<file path="src/rtl/cau_pkg.sv">
// ----------------------------------------------------------------------------
// cau_pkg: shared types and helpers for the complex arithmetic unit
// Operation codes, the side-band record that travels down the divider chain,
// and the saturation helpers used by the front end and the output stage.
// ----------------------------------------------------------------------------
`default_nettype none

package cau_pkg;

	localparam logic [1:0] KIND_ADD = 2'd0;
	localparam logic [1:0] KIND_SUB = 2'd1;
	localparam logic [1:0] KIND_MUL = 2'd2;
	localparam logic [1:0] KIND_DIV = 2'd3;

	// Number of quotient bits built by the divider chain, one per cell.
	localparam int unsigned QBITS = 17;

	typedef struct packed {
		logic [15:0] val;
		logic        ovf;
	} sat_t;

	// Everything an item carries next to the divider remainders.
	typedef struct packed {
		logic        is_div;
		logic        dz;
		logic        neg_re;
		logic        neg_im;
		logic [15:0] re;
		logic [15:0] im;
		logic        ovf;
	} side_t;

	// Clamp a signed 33-bit value to the signed 16-bit range.
	function automatic sat_t sat33(input logic signed [32:0] v);
		sat_t r;
		if (v > 33'sd32767) begin
			r.val = 16'h7fff;
			r.ovf = 1'b1;
		end else if (v < -33'sd32768) begin
			r.val = 16'h8000;
			r.ovf = 1'b1;
		end else begin
			r.val = v[15:0];
			r.ovf = 1'b0;
		end
		return r;
	endfunction

	// Apply the sign to a quotient magnitude and clamp it.
	function automatic sat_t sat_quot(input logic [QBITS-1:0] q, input logic neg);
		sat_t r;
		logic [QBITS-1:0] nq;
		nq = QBITS'(~q + 1'b1);
		if (!neg) begin
			if (q > QBITS'(32767)) begin
				r.val = 16'h7fff;
				r.ovf = 1'b1;
			end else begin
				r.val = q[15:0];
				r.ovf = 1'b0;
			end
		end else begin
			if (q > QBITS'(32768)) begin
				r.val = 16'h8000;
				r.ovf = 1'b1;
			end else begin
				r.val = nq[15:0];
				r.ovf = 1'b0;
			end
		end
		return r;
	endfunction

endpackage

`default_nettype wire

</file>
<file path="src/rtl/cau_cell.sv">
// ----------------------------------------------------------------------------
// cau_cell: one restoring-division step
// Tests both remainders against the divisor shifted by POS, keeps one
// quotient bit for each part and hands everything to the next cell.
// ----------------------------------------------------------------------------
`default_nettype none

module cau_cell #(
	parameter int unsigned RW  = 40,
	parameter int unsigned POS = 0
) (
	input  wire                          clk,
	input  wire                          arst_n,
	input  wire                          in_valid,
	output logic                         in_ready,
	input  wire cau_pkg::side_t          in_side,
	input  wire [RW-1:0]                 in_rem_re,
	input  wire [RW-1:0]                 in_rem_im,
	input  wire [31:0]                   in_den,
	input  wire [cau_pkg::QBITS-1:0]     in_q_re,
	input  wire [cau_pkg::QBITS-1:0]     in_q_im,
	output logic                         out_valid,
	input  wire                          out_ready,
	output cau_pkg::side_t               out_side,
	output logic [RW-1:0]                out_rem_re,
	output logic [RW-1:0]                out_rem_im,
	output logic [31:0]                  out_den,
	output logic [cau_pkg::QBITS-1:0]    out_q_re,
	output logic [cau_pkg::QBITS-1:0]    out_q_im
);

	localparam int unsigned CW = RW + cau_pkg::QBITS + 1;

	logic                      v_q;
	cau_pkg::side_t            side_q;
	logic [RW-1:0]             rem_re_q, rem_im_q;
	logic [31:0]               den_q;
	logic [cau_pkg::QBITS-1:0] q_re_q, q_im_q;

	logic [CW-1:0] dshift, dif_re, dif_im;
	logic          ge_re, ge_im;

	always_comb begin
		dshift = CW'(in_den) << POS;
		dif_re = CW'(in_rem_re) - dshift;
		dif_im = CW'(in_rem_im) - dshift;
		ge_re  = !dif_re[CW-1];
		ge_im  = !dif_im[CW-1];
	end

	assign in_ready = !v_q || out_ready;

	always_ff @(posedge clk or negedge arst_n) begin
		if (!arst_n) begin
			v_q <= 1'b0;
		end else if (in_ready) begin
			v_q <= in_valid;
		end
	end

	always_ff @(posedge clk) begin
		if (in_ready && in_valid) begin
			side_q   <= in_side;
			den_q    <= in_den;
			rem_re_q <= ge_re ? dif_re[RW-1:0] : in_rem_re;
			rem_im_q <= ge_im ? dif_im[RW-1:0] : in_rem_im;
			q_re_q   <= {in_q_re[cau_pkg::QBITS-2:0], ge_re};
			q_im_q   <= {in_q_im[cau_pkg::QBITS-2:0], ge_im};
		end
	end

	assign out_valid  = v_q;
	assign out_side   = side_q;
	assign out_rem_re = rem_re_q;
	assign out_rem_im = rem_im_q;
	assign out_den    = den_q;
	assign out_q_re   = q_re_q;
	assign out_q_im   = q_im_q;

endmodule

`default_nettype wire

</file>
<file path="config.mk">
export PLATFORM = sky130hd
export DESIGN_NAME = cau_cell
export DESIGN_NICKNAME = d
export VERILOG_FILES = /design/src/rtl/cau_pkg.sv /design/src/rtl/cau_cell.sv
export SDC_FILE = /design/constraint.sdc
export NUM_CORES = 1
export LEC_CHECK = 0
export BUFFER_PORTS_ARGS = -buffer_cell sky130_fd_sc_hd__buf_2
export CAP_MARGIN = 30
export CORE_ASPECT_RATIO = 1.4
export CORE_MARGIN = 4
export CORE_UTILIZATION = 30
export DETAILED_ROUTE_END_ITERATION = 10
export SYNTH_ARGS = -nofsm -noshare
export SYNTH_HDL_FRONTEND = slang
export SYNTH_SLANG_ARGS = --single-unit
</file>
<file path="constraint.sdc">
create_clock -name clk -period 8.45 [get_ports clk]
set_clock_uncertainty 0.15 [all_clocks]
set_input_delay 0 -clock clk [delete_from_list [all_inputs] [get_ports clk]]
set_output_delay 0 -clock clk [all_outputs]
set_load 0.1 [all_outputs]
</file>
==> flow_metrics.py <==
metrics = {
    "worst_setup_path": {
        "endpoint_kind": "register",
        "regToRegStartpoint": "out_valid",
        "cp-startpoint": "in_den[0]",
        "worstPathRequired_ns": 8.50,
        "path_class": "primary input to register",
        "crit_path_max_fanout": 68,
        "cp.arrival_ns": 4.28,
        "start_kind": "primary input",
    },
    "power": {
        "p_switching_mw": 1.22,
        "clkPwrFrac_pct": 26.9,
        "power.density_mw_per_mm2": 197,
        "vdd_ir_drop_max_uv": 105,
        "switching_share_pct": 40.8,
        "power_frac_comb_pct": 35.9,
        "seqPwrFrac_pct": 37.3,
        "cell_internal_pwr_mw": 1.78,
        "leakagePower_nw": 6.34,
    },
    "final_layout": {
        "fin_area_sq_mm": 0.0152,
        "final_util_pct": 44.6,
        "drive_gt1_share_pct": 28.4,
        "area_delta_synth_final_pct": 46.4,
        "multiInputGateArea_sq_mm": 0.00448,
        "final_nets": 1751,
        "register_area_sq_mm": 0.00552,
        "fillers": 3193,
    },
    "floorplan": {
        "coreArea_sq_mm": 0.0341,
        "initial_core_util_pct": 30.5,
        "die_w_microns": 165,
        "die_h_microns": 228,
        "row_count": 80,
        "dieArea_sq_mm": 0.0377,
        "pin_count": 372,
    },
    "worst_hold_path": {
        "hold_path_class": "primary input to register",
        "hp-start": "in_side[11]",
    },
    "yosys": {
        "synth_area_sq_mm": 0.0104,
        "yosys-top-cells-count": "edfxtp_1 (183), nand2_1 (103), o21ai_0 (78)",
        "async_reset_ff_share_pct": 0.543,
        "synth_top_cell_by_area": "edfxtp_1",
        "yosysTopAreaCellShare_pct": 52.9,
        "seq_area_frac_synth_pct": 53.1,
        "yosysMostFrequentCell": "edfxtp_1",
        "yosysWarningCount": 0,
        "syn_avg_cell_area_sq_um": 11.0,
        "synthCells": 947,
        "synth-seq-cells": 184,
        "synth_edf_count": 183,
        "synth_area_leaders": "edfxtp_1 (53%), ha_1 (7.7%), o21ai_0 (3.8%)",
        "synthDistinctLibCells": 69,
        "synthesis.nets": 1200,
        "synth_ff_type": "edfxtp_1",
    },
    "clocking": {
        "cts-root-buf": "clkbuf_16",
        "clk_path_buf_depth": 2,
        "path_clk_slew_ns": 0.08,
        "cts-htree-levels": 4,
        "clock_latency_ns": 0.44,
        "cts_buffers": 17,
        "post_cts_resized": 0,
        "clock_sinks": 184,
        "cts_tree": "done",
    },
    "grt": {
        "grt_max_degree": 69,
        "antenna_found_initial": 4,
        "grt_usage_pct": 19.0,
        "grt_pass1_vias": 9843,
        "grt_pass1_wl_mm": 54.5,
        "grt_overflow_total": 0,
    },
    "placed_design": {
        "gp_congestion": 0.865,
        "io_buffers": 369,
        "dp_hpwl_mm": 28.4,
        "placed_cell_area_sq_mm": 0.0127,
        "dp_slack_ns": 4.58,
    },
    "timing": {
        "tns_ns": 0,
        "slew-limit-headroom_pct": 51.4,
        "min_period_over_period_pct": 50.0,
        "min_period_ns": 4.23,
        "hold_viol": 0,
        "rsz0062_at_grt": "false",
        "worst_pin_slew_ns": 0.730,
        "max_freq_mhz": 236,
        "fin_ws_ns": 4.22,
        "finalSetupViolations": 0,
        "slew_viol_final": 0,
        "timing.hold.ws_ns": 0.103,
    },
    "drt": {
        "post_drt_wl_per_cell_microns": 18.7,
        "route.met3.wl_mm": 3.14,
        "detail-route-antenna-nets": 0,
        "drt_pass1_iterations": 5,
        "wl_met2_mm": 19.0,
        "wl_mm": 36.8,
        "drtIter0Drc": 547,
        "wl_met1_mm": 13.7,
        "vias": 9410,
        "vias_per_cell": 4.79,
        "drc_errors": 0,
        "top_layer_used": "met4",
    },
    "outcome": {
        "status": "completed",
    },
    "job": {
        "drv_cap": 0,
    },
}
[final timing paths]
kind / to / slack [ns] / cells past startpoint
setup / recovery: out_rem_im[35] / 4.22 / 14
hold / removal: out_side[11] / 0.10 / 2
setup reg to reg: out_rem_im[39] / 5.97 / 4
hold reg to reg: out_den[28] / 0.92 / 2
max in group asynchronous: out_valid / 7.82 / 3
min in group asynchronous: out_valid / 0.23 / 3
[cells by family (layout without fill, tap and decap cells)]
family,count (synthesis),count (layout),synth area share (%)
XOR/XNOR,63,63,5.31
buffers and inverters,94,658,3.85
flip-flops,184,184,53.1
other,0,4,0
adder cells (fa/ha/maj),66,66,8.09
AND/OR/NAND/NOR,258,258,11.8
multiplexers,9,9,0.951
AO/OA/AOI/OAI,273,273,16.9
[power groups by stage]
stage               clock network (mW)  registers, mW  logic [mW]
floorplan                            0           1.63       0.298
global placement                     0           1.14       0.995
detailed placement                   0           1.14        1.00
CTS                              0.834           1.12        1.08
global route                     0.867           1.12        1.14
finish                           0.805           1.12        1.07
[routing by layer]
metal / track usage, % / vias up
li1: - / 4642
met2: 35.1 / 375
met5: 0 / -
met4: 6.50 / 0
met1: 20.3 / 4362
met3: 5.29 / 31
[through the flow]
stage	cells	power (mW)
2_1_floorplan	947	1.93
3_3_place_gp	1734	2.13
3_5_place_dp	1735	2.14
4_1_cts	1962	3.03
5_1_grt	1963	3.13
6_report	1966	3.00
[critical path, cell delays in order]
cell           delay [ns]
dlygate4sd3_1        0.52
buf_2                0.15
ha_1                 0.20
fa_1                 0.41
nand2b_1             0.19
a21oi_1              0.26
o211ai_1             0.23
and3_1               0.28
o41ai_4              0.57
a2111oi_4            0.14
buf_4                0.35
nor3_1               0.29
xor2_1               0.11
dlygate4sd3_1        0.56
[layout by cell type, fill, tap and decap left out, types with 12 or more instances in the layout]
master	count
nand2_1	103
a21oi_1	77
a21o_1	14
ha_1	64
edfxtp_1	183
nor2_1	49
nor3_1	17
a31oi_1	12
o21ai_0	78
buf_2	369
nand2b_1	16
nand4_1	12
inv_1	57
xnor2_1	31
nand3_1	15
dlygate4sd3_1	195
clkbuf_16	17
xor2_1	32
[flip-flops by register name, indices dropped and copies added (netlist names)]
signal      count
out_den        32
out_q_im       17
out_q_re       17
out_rem_im     40
out_rem_re     40
out_side       37
out_valid       1
[area by class of cell]
type	count	share of cell area [%]
Antenna cell	4	0.0658
Clock buffer	17	2.79
Clock inverter	15	1.04
Inverter	58	1.43
Multi-Input combinational cell	669	29.4
Sequential cell	184	36.3
Tap cell	451	3.71
Timing Repair Buffer	568	25.3
[repair_timing]
action | in CTS | in global routing
endpoints found under the hold margin | 183 | 0
hold buffers | 195 | 0
setup buffers | 0 | 0
Power figures use the tool's default switching activity.
