**config.mk**
```make
export PLATFORM = sky130hd
export DESIGN_NAME = cau_front_flat
export DESIGN_NICKNAME = d
export VERILOG_FILES = /design/src/rtl/cau_pkg.sv /design/src/rtl/cau_req_if.sv /design/src/rtl/cau_front.sv /design/src/flat_wrapper.sv
export SDC_FILE = /design/constraint.sdc
export NUM_CORES = 2
export LEC_CHECK = 0
export BUFFER_PORTS_ARGS = -buffer_cell sky130_fd_sc_hd__buf_2
export CAP_MARGIN = 20
export CELL_PAD_IN_SITES_DETAIL_PLACEMENT = 1
export CELL_PAD_IN_SITES_GLOBAL_PLACEMENT = 1
export CORE_MARGIN = 2
export CORE_UTILIZATION = 38
export DETAILED_ROUTE_END_ITERATION = 6
export HOLD_SLACK_MARGIN = 0.03
export PLACE_DENSITY_LB_ADDON = 0.1
export SLEW_MARGIN = 20
export SYNTH_ARGS = -nofsm -noshare
export SYNTH_HDL_FRONTEND = slang
export SYNTH_SLANG_ARGS = --single-unit
```
**constraint.sdc**
```tcl
create_clock -name clk -period 8 [get_ports clk]
set_clock_uncertainty 0.05 [all_clocks]
set_input_delay 0.8 -clock clk [delete_from_list [all_inputs] [get_ports clk]]
set_output_delay 0.8 -clock clk [all_outputs]
set_load 0.1 [all_outputs]
```
**src/rtl/cau_pkg.sv**
```systemverilog
// ----------------------------------------------------------------------------
// cau_pkg: shared types and helpers for the complex arithmetic unit
// Operation codes, the side-band record that travels down the divider chain,
// and the saturation helpers used by the front end and the output stage.
// ----------------------------------------------------------------------------
`default_nettype none

package cau_pkg;

	localparam logic [1:0] KIND_ADD = 2'd0;
	localparam logic [1:0] KIND_SUB = 2'd1;
	localparam logic [1:0] KIND_MUL = 2'd2;
	localparam logic [1:0] KIND_DIV = 2'd3;

	// Number of quotient bits built by the divider chain, one per cell.
	localparam int unsigned QBITS = 17;

	typedef struct packed {
		logic [15:0] val;
		logic        ovf;
	} sat_t;

	// Everything an item carries next to the divider remainders.
	typedef struct packed {
		logic        is_div;
		logic        dz;
		logic        neg_re;
		logic        neg_im;
		logic [15:0] re;
		logic [15:0] im;
		logic        ovf;
	} side_t;

	// Clamp a signed 33-bit value to the signed 16-bit range.
	function automatic sat_t sat33(input logic signed [32:0] v);
		sat_t r;
		if (v > 33'sd32767) begin
			r.val = 16'h7fff;
			r.ovf = 1'b1;
		end else if (v < -33'sd32768) begin
			r.val = 16'h8000;
			r.ovf = 1'b1;
		end else begin
			r.val = v[15:0];
			r.ovf = 1'b0;
		end
		return r;
	endfunction

	// Apply the sign to a quotient magnitude and clamp it.
	function automatic sat_t sat_quot(input logic [QBITS-1:0] q, input logic neg);
		sat_t r;
		logic [QBITS-1:0] nq;
		nq = QBITS'(~q + 1'b1);
		if (!neg) begin
			if (q > QBITS'(32767)) begin
				r.val = 16'h7fff;
				r.ovf = 1'b1;
			end else begin
				r.val = q[15:0];
				r.ovf = 1'b0;
			end
		end else begin
			if (q > QBITS'(32768)) begin
				r.val = 16'h8000;
				r.ovf = 1'b1;
			end else begin
				r.val = nq[15:0];
				r.ovf = 1'b0;
			end
		end
		return r;
	endfunction

endpackage

`default_nettype wire

```
**src/rtl/cau_req_if.sv**
```systemverilog
// ----------------------------------------------------------------------------
// cau_req_if: operand channel
// Valid/ready channel carrying the operation code and two complex operands.
// ----------------------------------------------------------------------------
`default_nettype none

interface cau_req_if;
	logic               valid;
	logic               ready;
	logic [1:0]         kind;
	logic signed [15:0] a_re;
	logic signed [15:0] a_im;
	logic signed [15:0] b_re;
	logic signed [15:0] b_im;

	modport source (output valid, kind, a_re, a_im, b_re, b_im, input ready);
	modport sink   (input valid, kind, a_re, a_im, b_re, b_im, output ready);
endinterface

`default_nettype wire

```
**src/rtl/cau_front.sv**
```systemverilog
// ----------------------------------------------------------------------------
// cau_front: products and sums
// Stage 1 forms the six operand products, stage 2 the sums, the finished
// add, subtract and multiply results, and the divider's starting values.
// ----------------------------------------------------------------------------
`default_nettype none

module cau_front #(
	parameter int unsigned FRAC_BITS = 8,
	parameter int unsigned RW        = 32 + FRAC_BITS
) (
	input  wire               clk,
	input  wire               arst_n,
	cau_req_if.sink           req,
	output logic              valid,
	input  wire               ready,
	output cau_pkg::side_t    side,
	output logic [RW-1:0]     rem_re,
	output logic [RW-1:0]     rem_im,
	output logic [31:0]       den
);

	logic               v_s1, v_s2;
	logic               rdy1, rdy2;
	logic [1:0]         kind_s1;
	logic signed [15:0] a_s1, b_s1, c_s1, d_s1;
	logic signed [31:0] ac_s1, bd_s1, ad_s1, bc_s1, cc_s1, dd_s1;

	cau_pkg::side_t     side_s2;
	logic [RW-1:0]      rem_re_s2, rem_im_s2;
	logic [31:0]        den_s2;

	logic signed [32:0] mr, mi, nr, ni, sr, si;
	logic signed [16:0] s_re, s_im;
	logic [32:0]        mag_r, mag_i;
	logic [31:0]        den_c;
	cau_pkg::sat_t      q_re, q_im;
	cau_pkg::side_t     side_c;

	assign rdy2      = !v_s2 || ready;
	assign rdy1      = !v_s1 || rdy2;
	assign req.ready = rdy1;

	always_comb begin
		mr    = {ac_s1[31], ac_s1} - {bd_s1[31], bd_s1};
		mi    = {ad_s1[31], ad_s1} + {bc_s1[31], bc_s1};
		nr    = {ac_s1[31], ac_s1} + {bd_s1[31], bd_s1};
		ni    = {bc_s1[31], bc_s1} - {ad_s1[31], ad_s1};
		den_c = cc_s1 + dd_s1;
		mag_r = nr[32] ? 33'(-nr) : nr;
		mag_i = ni[32] ? 33'(-ni) : ni;
		s_re  = {a_s1[15], a_s1} + {c_s1[15], c_s1};
		s_im  = {b_s1[15], b_s1} + {d_s1[15], d_s1};
		sr    = 33'(s_re);
		si    = 33'(s_im);
		unique case (kind_s1)
			cau_pkg::KIND_ADD: begin
				sr = {{16{s_re[16]}}, s_re};
				si = {{16{s_im[16]}}, s_im};
			end
			cau_pkg::KIND_SUB: begin
				s_re = {a_s1[15], a_s1} - {c_s1[15], c_s1};
				s_im = {b_s1[15], b_s1} - {d_s1[15], d_s1};
				sr   = {{16{s_re[16]}}, s_re};
				si   = {{16{s_im[16]}}, s_im};
			end
			cau_pkg::KIND_MUL: begin
				sr = mr >>> FRAC_BITS;
				si = mi >>> FRAC_BITS;
			end
			default: begin
				sr = '0;
				si = '0;
			end
		endcase
		q_re          = cau_pkg::sat33(sr);
		q_im          = cau_pkg::sat33(si);
		side_c.is_div = (kind_s1 == cau_pkg::KIND_DIV);
		side_c.dz     = (den_c == 32'd0);
		side_c.neg_re = nr[32];
		side_c.neg_im = ni[32];
		side_c.re     = q_re.val;
		side_c.im     = q_im.val;
		side_c.ovf    = q_re.ovf | q_im.ovf;
	end

	always_ff @(posedge clk or negedge arst_n) begin
		if (!arst_n) begin
			v_s1 <= 1'b0;
			v_s2 <= 1'b0;
		end else begin
			if (rdy1) v_s1 <= req.valid;
			if (rdy2) v_s2 <= v_s1;
		end
	end

	always_ff @(posedge clk) begin
		if (rdy1 && req.valid) begin
			kind_s1 <= req.kind;
			a_s1    <= req.a_re;
			b_s1    <= req.a_im;
			c_s1    <= req.b_re;
			d_s1    <= req.b_im;
			ac_s1   <= req.a_re * req.b_re;
			bd_s1   <= req.a_im * req.b_im;
			ad_s1   <= req.a_re * req.b_im;
			bc_s1   <= req.a_im * req.b_re;
			cc_s1   <= req.b_re * req.b_re;
			dd_s1   <= req.b_im * req.b_im;
		end
		if (rdy2 && v_s1) begin
			side_s2   <= side_c;
			rem_re_s2 <= RW'(mag_r[31:0]) << FRAC_BITS;
			rem_im_s2 <= RW'(mag_i[31:0]) << FRAC_BITS;
			den_s2    <= den_c;
		end
	end

	assign valid  = v_s2;
	assign side   = side_s2;
	assign rem_re = rem_re_s2;
	assign rem_im = rem_im_s2;
	assign den    = den_s2;

endmodule

`default_nettype wire

```
**src/flat_wrapper.sv**
```systemverilog
// flat-port wrapper written by rule: the top's interface ports become plain ports
module cau_front_flat 
#(
	parameter int unsigned FRAC_BITS = 8,
	parameter int unsigned RW        = 32 + FRAC_BITS
)
  (clk, arst_n, valid, ready, side, rem_re, rem_im, den, req_valid, req_kind, req_a_re, req_a_im, req_b_re, req_b_im, req_ready);
  cau_req_if req_i ();
  input  wire clk;
  input  wire arst_n;
  output logic valid;
  input  wire ready;
  output cau_pkg::side_t side;
  output logic [RW-1:0] rem_re;
  output logic [RW-1:0] rem_im;
  output logic [31:0] den;
  input wire logic [$bits(req_i.valid)-1:0] req_valid;
  input wire logic [$bits(req_i.kind)-1:0] req_kind;
  input wire logic [$bits(req_i.a_re)-1:0] req_a_re;
  input wire logic [$bits(req_i.a_im)-1:0] req_a_im;
  input wire logic [$bits(req_i.b_re)-1:0] req_b_re;
  input wire logic [$bits(req_i.b_im)-1:0] req_b_im;
  output wire logic [$bits(req_i.ready)-1:0] req_ready;
  assign req_i.valid = req_valid;
  assign req_i.kind = req_kind;
  assign req_i.a_re = req_a_re;
  assign req_i.a_im = req_a_im;
  assign req_i.b_re = req_b_re;
  assign req_i.b_im = req_b_im;
  assign req_ready = req_i.ready;
  cau_front #(.FRAC_BITS(FRAC_BITS), .RW(RW)) u_core (.clk(clk), .arst_n(arst_n), .req(req_i), .valid(valid), .ready(ready), .side(side), .rem_re(rem_re), .rem_im(rem_im), .den(den));
endmodule
```
==> flow_metrics.py <==
metrics = {
    "worst_setup_path": {
        "cp-end-kind": "flip-flop",
        "cp.required_ns": 8.39,
        "crit_chain": "buf_2 -> buf_4 -> nand2_1 -> fa_1 -> fa_1 -> fa_1 -> fa_1 -> inv_1 -> fa_1 -> inv_1 -> fa_1 -> inv_1 -> ha_1 -> inv_1 -> or3_1 -> o21ai_0 -> a41oi_1 -> a211oi_1 -> o21a_1 -> o21ai_0 -> a21oi_1 -> a21o_1 -> a21oi_1 -> xnor2_1",
        "reg2reg_depth": 16,
        "slowest_delay_ns": 0.63,
        "worst-path-buf-inv": 6,
        "path_class": "in -> reg",
        "worstReg2RegEnd": "u_core.rem_re[38]",
        "cp_common_cell": "fa_1",
        "ff2ff_setup_slack_ns": 2.03,
        "crit_family": "adder cells",
        "critical-path-slowest-cell": "o21ai_0",
        "rr_startpoint": "u_core.bd_s1[15]",
        "cp_max_fo": 24,
        "cp-start-kind": "input port",
        "cp.arrival_ns": 7.83,
    },
    "yosys": {
        "ys_async_sr_fraction": 0.005141,
        "synth.avg_cell_area_um2": 9.510,
        "synth_area_um2": 80460,
        "synth_edf_count": 387,
        "synthCells": 8461,
        "yosysUniqueCellTypes": 82,
        "yosys_warnings": 0,
        "yosysSeqAreaShare": 0.1450,
        "synth_flop_cell": "edfxtp_1",
        "ys_ff_latch": 389,
    },
    "sta": {
        "whs_ns": 0.2502,
        "tightest_slew_ns": 1.064,
        "max-slew-margin-rel": 0.2904,
        "drv_slew": 0,
        "post-route-min-period_ns": 7.443,
        "final.period_utilization": 0.9303,
        "hold_viol": 0,
        "rsz0062_at_grt": "false",
        "final-setup-viol-count": 0,
        "fmax_ghz": 0.1344,
    },
    "final_layout": {
        "seq_area_um2": 11670,
        "multi_input_area_um2": 60030,
        "syn2layout_area_growth_pct": 9.159,
        "fillers": 23870,
        "final_common_cell": "inv_1",
        "drive_gt1_frac": 0.07102,
        "final_cell_mix": "1991 x inv_1, 1521 x fa_1, 736 x ha_1, 735 x nand2_1, 570 x and2_1",
        "fin_nets": 10990,
    },
    "place": {
        "portBuffers": 204,
        "gp_congestion": 0.8670,
        "hpwl_um": 212500,
    },
    "min_path": {
        "hold_class": "in -> reg",
        "hold_start": "req_kind[0]",
        "whs_path_depth": 1,
        "hold_path_end": "u_core.kind_s1[0]",
    },
    "global_routing": {
        "grt_pass1_wl_um": 392300,
        "busiest_layer": "met2",
        "grtUsageMet3": 0.02214,
        "grt_pass1_vias": 64400,
        "antenna_found_initial": 16,
        "grt_max_degree": 87,
        "grt_overflow": 0,
        "use_met2": 0.4045,
        "globalRouteTotalUtil": 0.2377,
        "globalRouteMet1Util": 0.3223,
    },
    "floorplanning": {
        "dieWidth_um": 464.2,
        "core_um2": 210000,
        "row_count": 168,
        "floorplan.initialDensity": 0.3832,
        "dieArea_um2": 215400,
        "io_pins": 221,
        "die_y_um": 464.2,
    },
    "clock_tree": {
        "postCtsSetupRepairBufs": 0,
        "cts_buffers": 52,
        "cts_tree": "yes",
        "clk_path_buf_depth": 3,
        "clkSinkCount": 389,
        "cts_root_buf": "clkbuf_16",
        "clkLatencyLatePin_ns": 0.70,
        "cts.reportedPaths.clkPinSlew_ns": 0.06,
        "htreeDepth": 2,
    },
    "drt": {
        "routed_wl_um": 250400,
        "ant_nets": 0,
        "vias": 57660,
        "post_drt_wl_per_cell_um": 21.74,
        "viasPerCell": 5.006,
        "drt_iter0_markers": 2593,
        "first_pass_iters": 5,
        "drc": 0,
    },
    "flow_run": {
        "drv_cap": 0,
    },
    "status": {
        "status": "finished, final reports clean",
    },
}
-- synth_stat cells, types with 20 or more instances --
library cell  number  share of area
inv_1           1991          0.093
a22oi_1           22         0.0021
a21o_1            98         0.0091
o21a_1            34         0.0032
edfxtp_1         387           0.14
nor2b_1           67         0.0052
nand2_1          735          0.034
nand2b_1          84         0.0065
a211oi_1          35         0.0033
a21oi_1          320          0.020
and2_1           572          0.044
fa_1            1521           0.38
nand4_1           20         0.0016
nor3_1            74         0.0046
nand3_1           47         0.0029
o21bai_1          49         0.0046
clkbuf_1         311          0.015
buf_1             20        0.00093
xor2_1           110          0.012
a31oi_1           35         0.0027
xnor2_1          342          0.037
o21ai_0          180          0.011
nor2_1           338          0.016
or3_1             24         0.0019
and3_1            22         0.0017
nor4_1            20         0.0016
ha_1             736           0.11
-- cell type report --
class	count	area share
diodes	10	0.0002849
inverters	1995	0.08526
flip-flops and latches	389	0.1329
well taps	2805	0.03996
multi-input cells	5744	0.6835
clock buffers	57	0.01527
clock inverters	41	0.004986
repair buffers	476	0.03789
-- metal layers --
metal  routed length, um  up-vias
met5                  42        -
met4                7397        6
met3                7819      210
met2              122000      846
met1              113200    30360
li1                    -    26230
-- timing repair --
item                      CTS  global route
hold buffers                1             0
hold endpoints to repair    2             0
gates resized for setup     0             0
-- logic make-up (layout without fill, tap and decap cells) --
logic type | after synthesis | count (layout) | share of synthesized area
mux | 8 | 8 | 0.001011
compound gates | 950 | 950 | 0.07577
xor+xnor | 452 | 452 | 0.04920
buf+inv | 2343 | 2569 | 0.1101
fa+ha+maj | 2257 | 2257 | 0.4929
other cells | 1 | 26 | 0.00004661
flops | 389 | 389 | 0.1450
simple gates | 2061 | 2061 | 0.1260
-- state kept, by name (all words and copies together) (netlist names), 32 cells and up --
register       cells
u_core.ad_s1      32
u_core.bd_s1      32
u_core.bc_s1      32
u_core.rem_im     32
u_core.side       37
u_core.ac_s1      32
u_core.rem_re     32
u_core.den        32
-- metrics by stage --
| stage | worst slack, ns | setup TNS (ns) | util | cell area [um^2] | std cells |
|---|---|---|---|---|---|
| floorplan | 0.5657 | 0 | - | 80520 | 8476 |
| global placement | -0.08751 | -0.08751 | 0.4096 | 86010 | 11410 |
| detailed placement | -0.1543 | -0.4411 | 0.4096 | 86010 | 11410 |
| CTS | 0.5770 | 0 | 0.4181 | 87800 | 11510 |
| global route | 0.2139 | 0 | 0.4182 | 87820 | 11510 |
| finish | 0.5574 | 0 | 0.4183 | 87830 | 11520 |
-- worst max path at each step --
stage	to	slack (ns)	cells after the start	from
after floorplan	u_core.bd_s1[31]	0.57	27	req_b_im[14]
after detailed placement	u_core.bc_s1[30]	-0.15	24	req_b_re[2]
after CTS	u_core.bc_s1[30]	0.58	24	req_b_re[2]
final	u_core.bc_s1[30]	0.56	24	req_b_re[2]
after global placement	u_core.bc_s1[30]	-0.09	24	req_b_re[2]
after global routing	u_core.bc_s1[30]	0.21	24	req_b_re[2]
Power is not shown: default switching activity piles up to over one toggle a cycle in this logic, so the estimate is an artifact.
