$ cat config.mk
export PLATFORM = sky130hd
export DESIGN_NAME = cau_out_flat
export DESIGN_NICKNAME = d
export VERILOG_FILES = /design/src/rtl/cau_pkg.sv /design/src/rtl/cau_rsp_if.sv /design/src/rtl/cau_out.sv /design/src/flat_wrapper.sv
export SDC_FILE = /design/constraint.sdc
export NUM_CORES = 1
export LEC_CHECK = 0
export BUFFER_PORTS_ARGS = -buffer_cell sky130_fd_sc_hd__buf_2
export CORE_MARGIN = 4
export CORE_UTILIZATION = 45
export CTS_BUF_LIST = sky130_fd_sc_hd__clkbuf_4 sky130_fd_sc_hd__clkbuf_8
export DETAILED_ROUTE_END_ITERATION = 7
export GPL_ROUTABILITY_DRIVEN = 0
export PLACE_DENSITY = 0.75
export RECOVER_POWER = 25
export SYNTH_ARGS = -nofsm -noshare
export SYNTH_HDL_FRONTEND = slang
export SYNTH_SLANG_ARGS = --single-unit
export TNS_END_PERCENT = 30
$ cat constraint.sdc
create_clock -name clk -period 5 [get_ports clk]
set_clock_uncertainty 0.05 [all_clocks]
set_input_delay 0.25 -clock clk [delete_from_list [all_inputs] [get_ports clk]]
set_output_delay 0.25 -clock clk [all_outputs]
set_load 0.1 [all_outputs]
$ cat src/rtl/cau_pkg.sv
// ----------------------------------------------------------------------------
// cau_pkg: shared types and helpers for the complex arithmetic unit
// Operation codes, the side-band record that travels down the divider chain,
// and the saturation helpers used by the front end and the output stage.
// ----------------------------------------------------------------------------
`default_nettype none

package cau_pkg;

	localparam logic [1:0] KIND_ADD = 2'd0;
	localparam logic [1:0] KIND_SUB = 2'd1;
	localparam logic [1:0] KIND_MUL = 2'd2;
	localparam logic [1:0] KIND_DIV = 2'd3;

	// Number of quotient bits built by the divider chain, one per cell.
	localparam int unsigned QBITS = 17;

	typedef struct packed {
		logic [15:0] val;
		logic        ovf;
	} sat_t;

	// Everything an item carries next to the divider remainders.
	typedef struct packed {
		logic        is_div;
		logic        dz;
		logic        neg_re;
		logic        neg_im;
		logic [15:0] re;
		logic [15:0] im;
		logic        ovf;
	} side_t;

	// Clamp a signed 33-bit value to the signed 16-bit range.
	function automatic sat_t sat33(input logic signed [32:0] v);
		sat_t r;
		if (v > 33'sd32767) begin
			r.val = 16'h7fff;
			r.ovf = 1'b1;
		end else if (v < -33'sd32768) begin
			r.val = 16'h8000;
			r.ovf = 1'b1;
		end else begin
			r.val = v[15:0];
			r.ovf = 1'b0;
		end
		return r;
	endfunction

	// Apply the sign to a quotient magnitude and clamp it.
	function automatic sat_t sat_quot(input logic [QBITS-1:0] q, input logic neg);
		sat_t r;
		logic [QBITS-1:0] nq;
		nq = QBITS'(~q + 1'b1);
		if (!neg) begin
			if (q > QBITS'(32767)) begin
				r.val = 16'h7fff;
				r.ovf = 1'b1;
			end else begin
				r.val = q[15:0];
				r.ovf = 1'b0;
			end
		end else begin
			if (q > QBITS'(32768)) begin
				r.val = 16'h8000;
				r.ovf = 1'b1;
			end else begin
				r.val = nq[15:0];
				r.ovf = 1'b0;
			end
		end
		return r;
	endfunction

endpackage

`default_nettype wire

$ cat src/rtl/cau_rsp_if.sv
// ----------------------------------------------------------------------------
// cau_rsp_if: result channel
// Valid/ready channel carrying the complex result and its status flags.
// ----------------------------------------------------------------------------
`default_nettype none

interface cau_rsp_if;
	logic               valid;
	logic               ready;
	logic signed [15:0] res_re;
	logic signed [15:0] res_im;
	logic               overflow;
	logic               div_zero;

	modport source (output valid, res_re, res_im, overflow, div_zero, input ready);
	modport sink   (input valid, res_re, res_im, overflow, div_zero, output ready);
endinterface

`default_nettype wire

$ cat src/rtl/cau_out.sv
// ----------------------------------------------------------------------------
// cau_out: result register
// Picks the direct result, zero for a zero divisor, or the signed, clamped
// quotient and holds it on the result channel until it is taken.
// ----------------------------------------------------------------------------
`default_nettype none

module cau_out (
	input  wire                       clk,
	input  wire                       arst_n,
	input  wire                       in_valid,
	output logic                      in_ready,
	input  wire cau_pkg::side_t       in_side,
	input  wire [cau_pkg::QBITS-1:0]  in_q_re,
	input  wire [cau_pkg::QBITS-1:0]  in_q_im,
	cau_rsp_if.source                 rsp
);

	logic          v_q;
	logic [15:0]   re_q, im_q;
	logic          ovf_q, dz_q;
	cau_pkg::sat_t qr, qi;

	assign qr       = cau_pkg::sat_quot(in_q_re, in_side.neg_re);
	assign qi       = cau_pkg::sat_quot(in_q_im, in_side.neg_im);
	assign in_ready = !v_q || rsp.ready;

	always_ff @(posedge clk or negedge arst_n) begin
		if (!arst_n) begin
			v_q <= 1'b0;
		end else if (in_ready) begin
			v_q <= in_valid;
		end
	end

	always_ff @(posedge clk) begin
		if (in_ready && in_valid) begin
			if (!in_side.is_div) begin
				re_q  <= in_side.re;
				im_q  <= in_side.im;
				ovf_q <= in_side.ovf;
				dz_q  <= 1'b0;
			end else if (in_side.dz) begin
				re_q  <= '0;
				im_q  <= '0;
				ovf_q <= 1'b0;
				dz_q  <= 1'b1;
			end else begin
				re_q  <= qr.val;
				im_q  <= qi.val;
				ovf_q <= qr.ovf | qi.ovf;
				dz_q  <= 1'b0;
			end
		end
	end

	assign rsp.valid    = v_q;
	assign rsp.res_re   = re_q;
	assign rsp.res_im   = im_q;
	assign rsp.overflow = ovf_q;
	assign rsp.div_zero = dz_q;

endmodule

`default_nettype wire

$ cat src/flat_wrapper.sv
// flat-port wrapper written by rule: the top's interface ports become plain ports
module cau_out_flat 
  (clk, arst_n, in_valid, in_ready, in_side, in_q_re, in_q_im, rsp_valid, rsp_res_re, rsp_res_im, rsp_overflow, rsp_div_zero, rsp_ready);
  cau_rsp_if rsp_i ();
  input  wire clk;
  input  wire arst_n;
  input  wire in_valid;
  output logic in_ready;
  input  wire cau_pkg::side_t in_side;
  input  wire [cau_pkg::QBITS-1:0] in_q_re;
  input  wire [cau_pkg::QBITS-1:0] in_q_im;
  output wire logic [$bits(rsp_i.valid)-1:0] rsp_valid;
  output wire logic [$bits(rsp_i.res_re)-1:0] rsp_res_re;
  output wire logic [$bits(rsp_i.res_im)-1:0] rsp_res_im;
  output wire logic [$bits(rsp_i.overflow)-1:0] rsp_overflow;
  output wire logic [$bits(rsp_i.div_zero)-1:0] rsp_div_zero;
  input wire logic [$bits(rsp_i.ready)-1:0] rsp_ready;
  assign rsp_valid = rsp_i.valid;
  assign rsp_res_re = rsp_i.res_re;
  assign rsp_res_im = rsp_i.res_im;
  assign rsp_overflow = rsp_i.overflow;
  assign rsp_div_zero = rsp_i.div_zero;
  assign rsp_i.ready = rsp_ready;
  cau_out u_core (.clk(clk), .arst_n(arst_n), .in_valid(in_valid), .in_ready(in_ready), .in_side(in_side), .in_q_re(in_q_re), .in_q_im(in_q_im), .rsp(rsp_i));
endmodule
==> results of run 1 <==
## cell usage after synthesis (6+ instances only)
library cell / count
clkbuf_1: 10
inv_1: 13
nand2_1: 9
a21oi_1: 9
nor3_1: 6
nor2_1: 34
xnor2_1: 12
xor2_1: 6
nand4_1: 8
edfxtp_1: 34
o2bb2ai_1: 23
o21ai_0: 6
## how the worst max path moves through the flow
stage	cells after the start	endpoint	slack [ns]
after floorplan	2	u_core.rsp.div_zero	1.94
after global placement	8	u_core.rsp.res_re[7]	2.25
after detailed placement	8	u_core.rsp.res_re[12]	2.11
after CTS	8	u_core.rsp.res_re[12]	2.44
after global routing	5	u_core.rsp.res_im[13]	2.22
final	8	u_core.rsp.res_re[12]	2.43
## flip-flops by register name (all words and copies together) (netlist names)
name / flops
u_core.rsp.res_im: 16
u_core.rsp.res_re: 16
u_core.rsp.div_zero: 1
u_core.rsp.overflow: 1
u_core.rsp.valid: 1
## final cells by class
type | instances | area (um2) | share of cell area
Multi-Input combinational cell | 193 | 1340 | 0.425
Sequential cell | 35 | 1050 | 0.331
Timing Repair Buffer | 112 | 537 | 0.170
Clock buffer | 7 | 90.1 | 0.0285
Tap cell | 70 | 87.6 | 0.0277
Inverter | 14 | 52.6 | 0.0166
Clock inverter | 1 | 5.00 | 0.00158
## worst max-delay path: stages
cell      delay, ns
buf_2          0.13
inv_1          0.06
ha_1           0.22
or4b_4         0.50
or4_4          0.56
o311ai_4       0.31
nand2_2        0.23
o32ai_1        0.36
## per-layer routing
layer  track usage  vias to the layer above  wire [um]
li1              -                     1201          -
met1         0.286                     1148       3110
met2         0.306                      105       3120
met3        0.0304                        9        550
met4        0.0539                        0         99
met5             0                        -          0
## metrics by stage
step	std cells	hold WS [ns]	worst slack, ns	power [W]	util
2_1_floorplan	255	-0.0956	1.94	0.000585	-
3_3_place_gp	423	-0.0253	2.25	0.000662	0.585
3_5_place_dp	423	-0.0238	2.11	0.000664	0.585
4_1_cts	432	0.131	2.44	0.000875	0.605
5_1_grt	432	0.145	2.22	0.000908	0.599
6_report	432	0.132	2.43	0.000871	0.599
## repair_timing
| action | 4_1_cts | 5_1_grt |
|---|---|---|
| hold buffers | 1 | 0 |
| hold endpoints to repair | 1 | 0 |
| resized for setup | 0 | 0 |
| buffers inserted | 0 | 0 |
## cells by family after synthesis
logic type	after synthesis	share of synthesized area
AND/OR/NAND/NOR	98	0.210
adder cells (fa/ha/maj)	4	0.0199
AO/OA/AOI/OAI	70	0.229
XOR/XNOR	18	0.0628
buffers and inverters	27	0.0493
multiplexers	3	0.0125
flip-flops	35	0.417
## power groups by stage
stage | logic, W | registers [W] | clock network, W
detailed placement | 0.000306 | 0.000358 | 0
CTS | 0.000307 | 0.000352 | 0.000216
global route | 0.000322 | 0.000354 | 0.000231
floorplan | 0.0000880 | 0.000497 | 0
finish | 0.000304 | 0.000353 | 0.000214
global placement | 0.000304 | 0.000358 | 0
==> impl_metrics.ini, run 1 <==
[run_status]
status = complete, no violations

[placed_design]
placed_cell_area_um2 = 3090
port_buffers = 110
dp_hpwl_um = 5250

[timing]
slew_headroom = 0.212
drv_slew = 0
finalHoldViolCount = 0
period_share = 0.514
rsz0062_at_grt = false
tns_ns = 0
final.min_clock_period_ns = 2.57
finalSetupViolations = 0
max_slew.worst_pin.slew_ns = 1.19
max_freq_mhz = 389

[pwr]
ir_drop_mv = 0.172
leakagePower_nw = 1.25
p_sw_frac = 0.385
p_comb_frac = 0.349
internal_power_w = 0.000535
p_seq_frac = 0.405
switching_power_w = 0.000335
clockPowerShare = 0.246
p_per_area_nw_per_um2 = 276

[hold_path]
hold_end = u_core.rsp.valid
whs_path_depth = 2
hold_path_startpoint = in_valid
hold_path.class = input pin to register

[drt]
wl_um = 6870
detail-route-antenna-nets = 0
wire_per_inst_um = 15.9
first_iter_violations = 118
routed_via_density = 5.70
drt_first_pass_iters = 5
drc_errors = 0
vias = 2463

[yosys]
yosys_warnings = 0
syn_nets = 334
synth_top_cell_area_share = 0.407
synth_area_leaders = edfxtp_1, o2bb2ai_1, nor2_1
yosysUniqueCellTypes = 53
ys_seq_area_frac = 0.417
synthCells = 255
syn_area_um2 = 2510
syn_area_per_cell_um2 = 9.85
async_flop_share = 0.0286
yosys.area.top_type = edfxtp_1
ys.flop_type = edfxtp_1
synth_edf_count = 34
synth-seq-cells = 35

[die]
initial_utilization = 0.476
chipWidth_um = 82.7
die_y_um = 82.7
rows = 26
ios = 111
dieArea_um2 = 6840
core_region_area_um2 = 5270

[global_routing]
grt_first_pass_wirelength_um = 10400
grt_pass1_vias = 2096
antenna_found_initial = 0
gr-total-overflow = 0
grt_usage = 0.198
grt_max_degree = 35

[cells_and_area]
final_cell_mix = buf_2, nor2_1, edfxtp_1
diodes = 0
final_nets = 440
area.growth.synth_to_final_pct = 25.8
layout-drive-gt1-share = 0.304
design_area_um2 = 3160
layout_commonest_cell = buf_2
fill_cells = 511

[critical_path]
critPathCaptureType = register
timing.rr.end = u_core.rsp.res_re[5]
reg2reg_from = u_core.rsp.valid
cp-start-kind = input pin
path_class = input pin to register
crit_required_ns = 5.04
worst-path-max-fanout = 13
cp.arrival_ns = 2.62
ff2ff_path_depth = 3
critPathLaunch = in_q_re[0]
rrSetupSlack_ns = 3.62

[clocking]
tritoncts = built
clkSinkCount = 35
clock_path_buffers = 2
numCtsBuffers = 5
h-tree-depth = 2
root_buffer = clkbuf_8
path_clk_slew_ns = 0.07
clk_latency_ns = 0.27

[run]
max_cap_viol_count = 0
Note: power is estimated with default switching activity, not from simulation.
==> run 2: changes to the inputs <==
--- a/config.mk
+++ b/config.mk
@@ -7,11 +7,11 @@
 export LEC_CHECK = 0
 export BUFFER_PORTS_ARGS = -buffer_cell sky130_fd_sc_hd__buf_2
 export CORE_MARGIN = 4
-export CORE_UTILIZATION = 45
+export CORE_UTILIZATION = 44
 export CTS_BUF_LIST = sky130_fd_sc_hd__clkbuf_4 sky130_fd_sc_hd__clkbuf_8
 export DETAILED_ROUTE_END_ITERATION = 7
 export GPL_ROUTABILITY_DRIVEN = 0
-export PLACE_DENSITY = 0.75
+export PLACE_DENSITY = 0.76
 export RECOVER_POWER = 25
 export SYNTH_ARGS = -nofsm -noshare
 export SYNTH_HDL_FRONTEND = slang
==> constraint.sdc (replaced) <==
create_clock -name clk -period 2.1 [get_ports clk]
set_clock_uncertainty 0.05 [all_clocks]
set_input_delay 0.105 -clock clk [delete_from_list [all_inputs] [get_ports clk]]
set_output_delay 0.105 -clock clk [all_outputs]
set_load 0.1 [all_outputs]
==> impl_metrics.ini, run 2 (same netlist as run 1, synthesis figures left out) <==
[hold_path]
hold_path_startpoint = in_side[22]
hold_path.class = input pin to register
hold_end = u_core.rsp.res_re[5]
whs_path_depth = 2

[timing]
rsz0062_at_grt = true
finalSetupViolations = 0
slew_headroom = 0.207
holdWs_ns = 0.0439
max_freq_mhz = 482
tns_ns = 0
max_slew.worst_pin.slew_ns = 1.20
finalHoldViolCount = 0
period_share = 0.987
drv_slew = 0
final.min_clock_period_ns = 2.07

[global_routing]
grt_pass1_vias = 2557
grt_max_degree = 35
gr-total-overflow = 0
grt_use_met1 = 0.290
grt_first_pass_wirelength_um = 12500
antenna_found_initial = 0
grt_util_met3 = 0.0375
use_met2 = 0.359
grt_busiest_layer = met2
grt_usage = 0.216

[cells_and_area]
diodes = 0
final_cell_mix = buf_2, buf_4, nor2_1, edfxtp_1, clkbuf_1
layout-drive-gt1-share = 0.388
layout_commonest_cell = buf_2
final_nets = 475
area.growth.synth_to_final_pct = 40.3

[critical_path]
slowest_stage = or4b_4
ff2ff_path_depth = 2
path_cells = buf_2, inv_12, ha_4, or4b_4, or4_4, o311ai_4, nand2_2, buf_4, o32ai_2
critPathCaptureType = register
cp-start-kind = input pin
crit_required_ns = 2.18
cp.arrival_ns = 2.15
cp_slowest_stage_delay_ns = 0.47
path_class = input pin to register
timing.rr.end = u_core.rsp.res_im[2]
rrSetupSlack_ns = 0.77
worst-path-max-fanout = 6
reg2reg_from = u_core.rsp.valid

[die]
rows = 27
core_region_area_um2 = 5510
initial_utilization = 0.456
die_y_um = 83.5
ios = 111
dieArea_um2 = 6980
chipWidth_um = 83.5

[clocking]
root_buffer = clkbuf_8
clock_path_buffers = 2
tritoncts = built
numCtsBuffers = 5
h-tree-depth = 2
clkSinkCount = 35
path_clk_slew_ns = 0.08
clk_latency_ns = 0.28

[drt]
drc_errors = 0
wl_um = 7520
drt_first_pass_iters = 5
routed_via_density = 5.61
wire_per_inst_um = 16.0
first_iter_violations = 196
vias = 2629
detail-route-antenna-nets = 0

[pwr]
ir_drop_mv = 0.399
p_per_area_nw_per_um2 = 669
leakagePower_nw = 1.44

[run_status]
status = complete, no violations

[placed_design]
dp_hpwl_um = 5740
port_buffers = 110

[run]
max_cap_viol_count = 0
run 2: changes by cell type in the layout (fill, tap and decap cells not counted), sizes merged:
| cell | change |
|---|---|
| buf | +35 |
| bufinv | +2 |
| clkbuf | -3 |
| clkinv | -1 |
| clkinvlp | +1 |
| dlygate4sd3 | +1 |
run 2: area by class of cell:
cell class,count,area (um2)
Clock buffer,5,68.8
Clock inverter,3,67.6
Fill cell,477,1980
Inverter,14,70.1
Multi-Input combinational cell,193,1380
Sequential cell,35,1050
Tap cell,72,90.1
Timing Repair Buffer,147,803
run 2: worst max-delay path by stage:
stage	start	slack, ns	endpoint
2_1_floorplan	in_q_re[1]	-0.16	u_core.rsp.res_re[13]
3_3_place_gp	in_q_re[1]	-0.27	u_core.rsp.res_re[2]
3_5_place_dp	in_q_re[1]	-0.36	u_core.rsp.res_re[2]
4_1_cts	in_q_re[1]	0.006	u_core.rsp.res_re[13]
5_1_grt	in_q_re[1]	-0.04	u_core.rsp.res_re[13]
6_report	in_q_re[1]	0.03	u_core.rsp.res_re[13]
run 2: report_power, final:
group / total [W] / switching, W / internal, W / leakage (nW)
clock: 0.000737 / 0.000263 / 0.000474 / 0.0644
combinational: 0.000780 / 0.000570 / 0.000210 / 1.03
sequential: 0.000838 / 0.0000118 / 0.000827 / 0.341
run 2: timing repair:
item                                    in CTS  in global routing
endpoints found under the setup margin      10                 13
pin swaps                                    3                  2
resized for setup                            2                  1
buffers inserted                             1                  0
hold buffers                                 2                  0
hold endpoints to repair                     2                  0
run 2: per-layer routing:
layer | vias to the layer above | part of all wire
met3 | 8 | 0.067
met2 | 106 | 0.48
met5 | - | 0
met4 | 0 | 0.013
met1 | 1238 | 0.44
li1 | 1277 | -
run 2: worst max-delay path, delay by kind of cell:
kind                       cells  cell delay (ns)
AOI/OAI and AO/OA              2             0.45
adders and majority gates      1             0.11
buffers and inverters          3             0.38
and+or+nand+nor                3             1.10
run 2: stage by stage:
stage	cells	instance area, um2	setup slack [ns]	power [W]	utilization
global route	469	3520	-0.0372	0.00245	0.640
floorplan	255	2550	-0.159	0.00140	-
detailed placement	458	3370	-0.362	0.00163	0.612
finish	469	3520	0.0274	0.00236	0.640
global placement	458	3370	-0.272	0.00162	0.612
CTS	469	3550	0.00627	0.00237	0.644
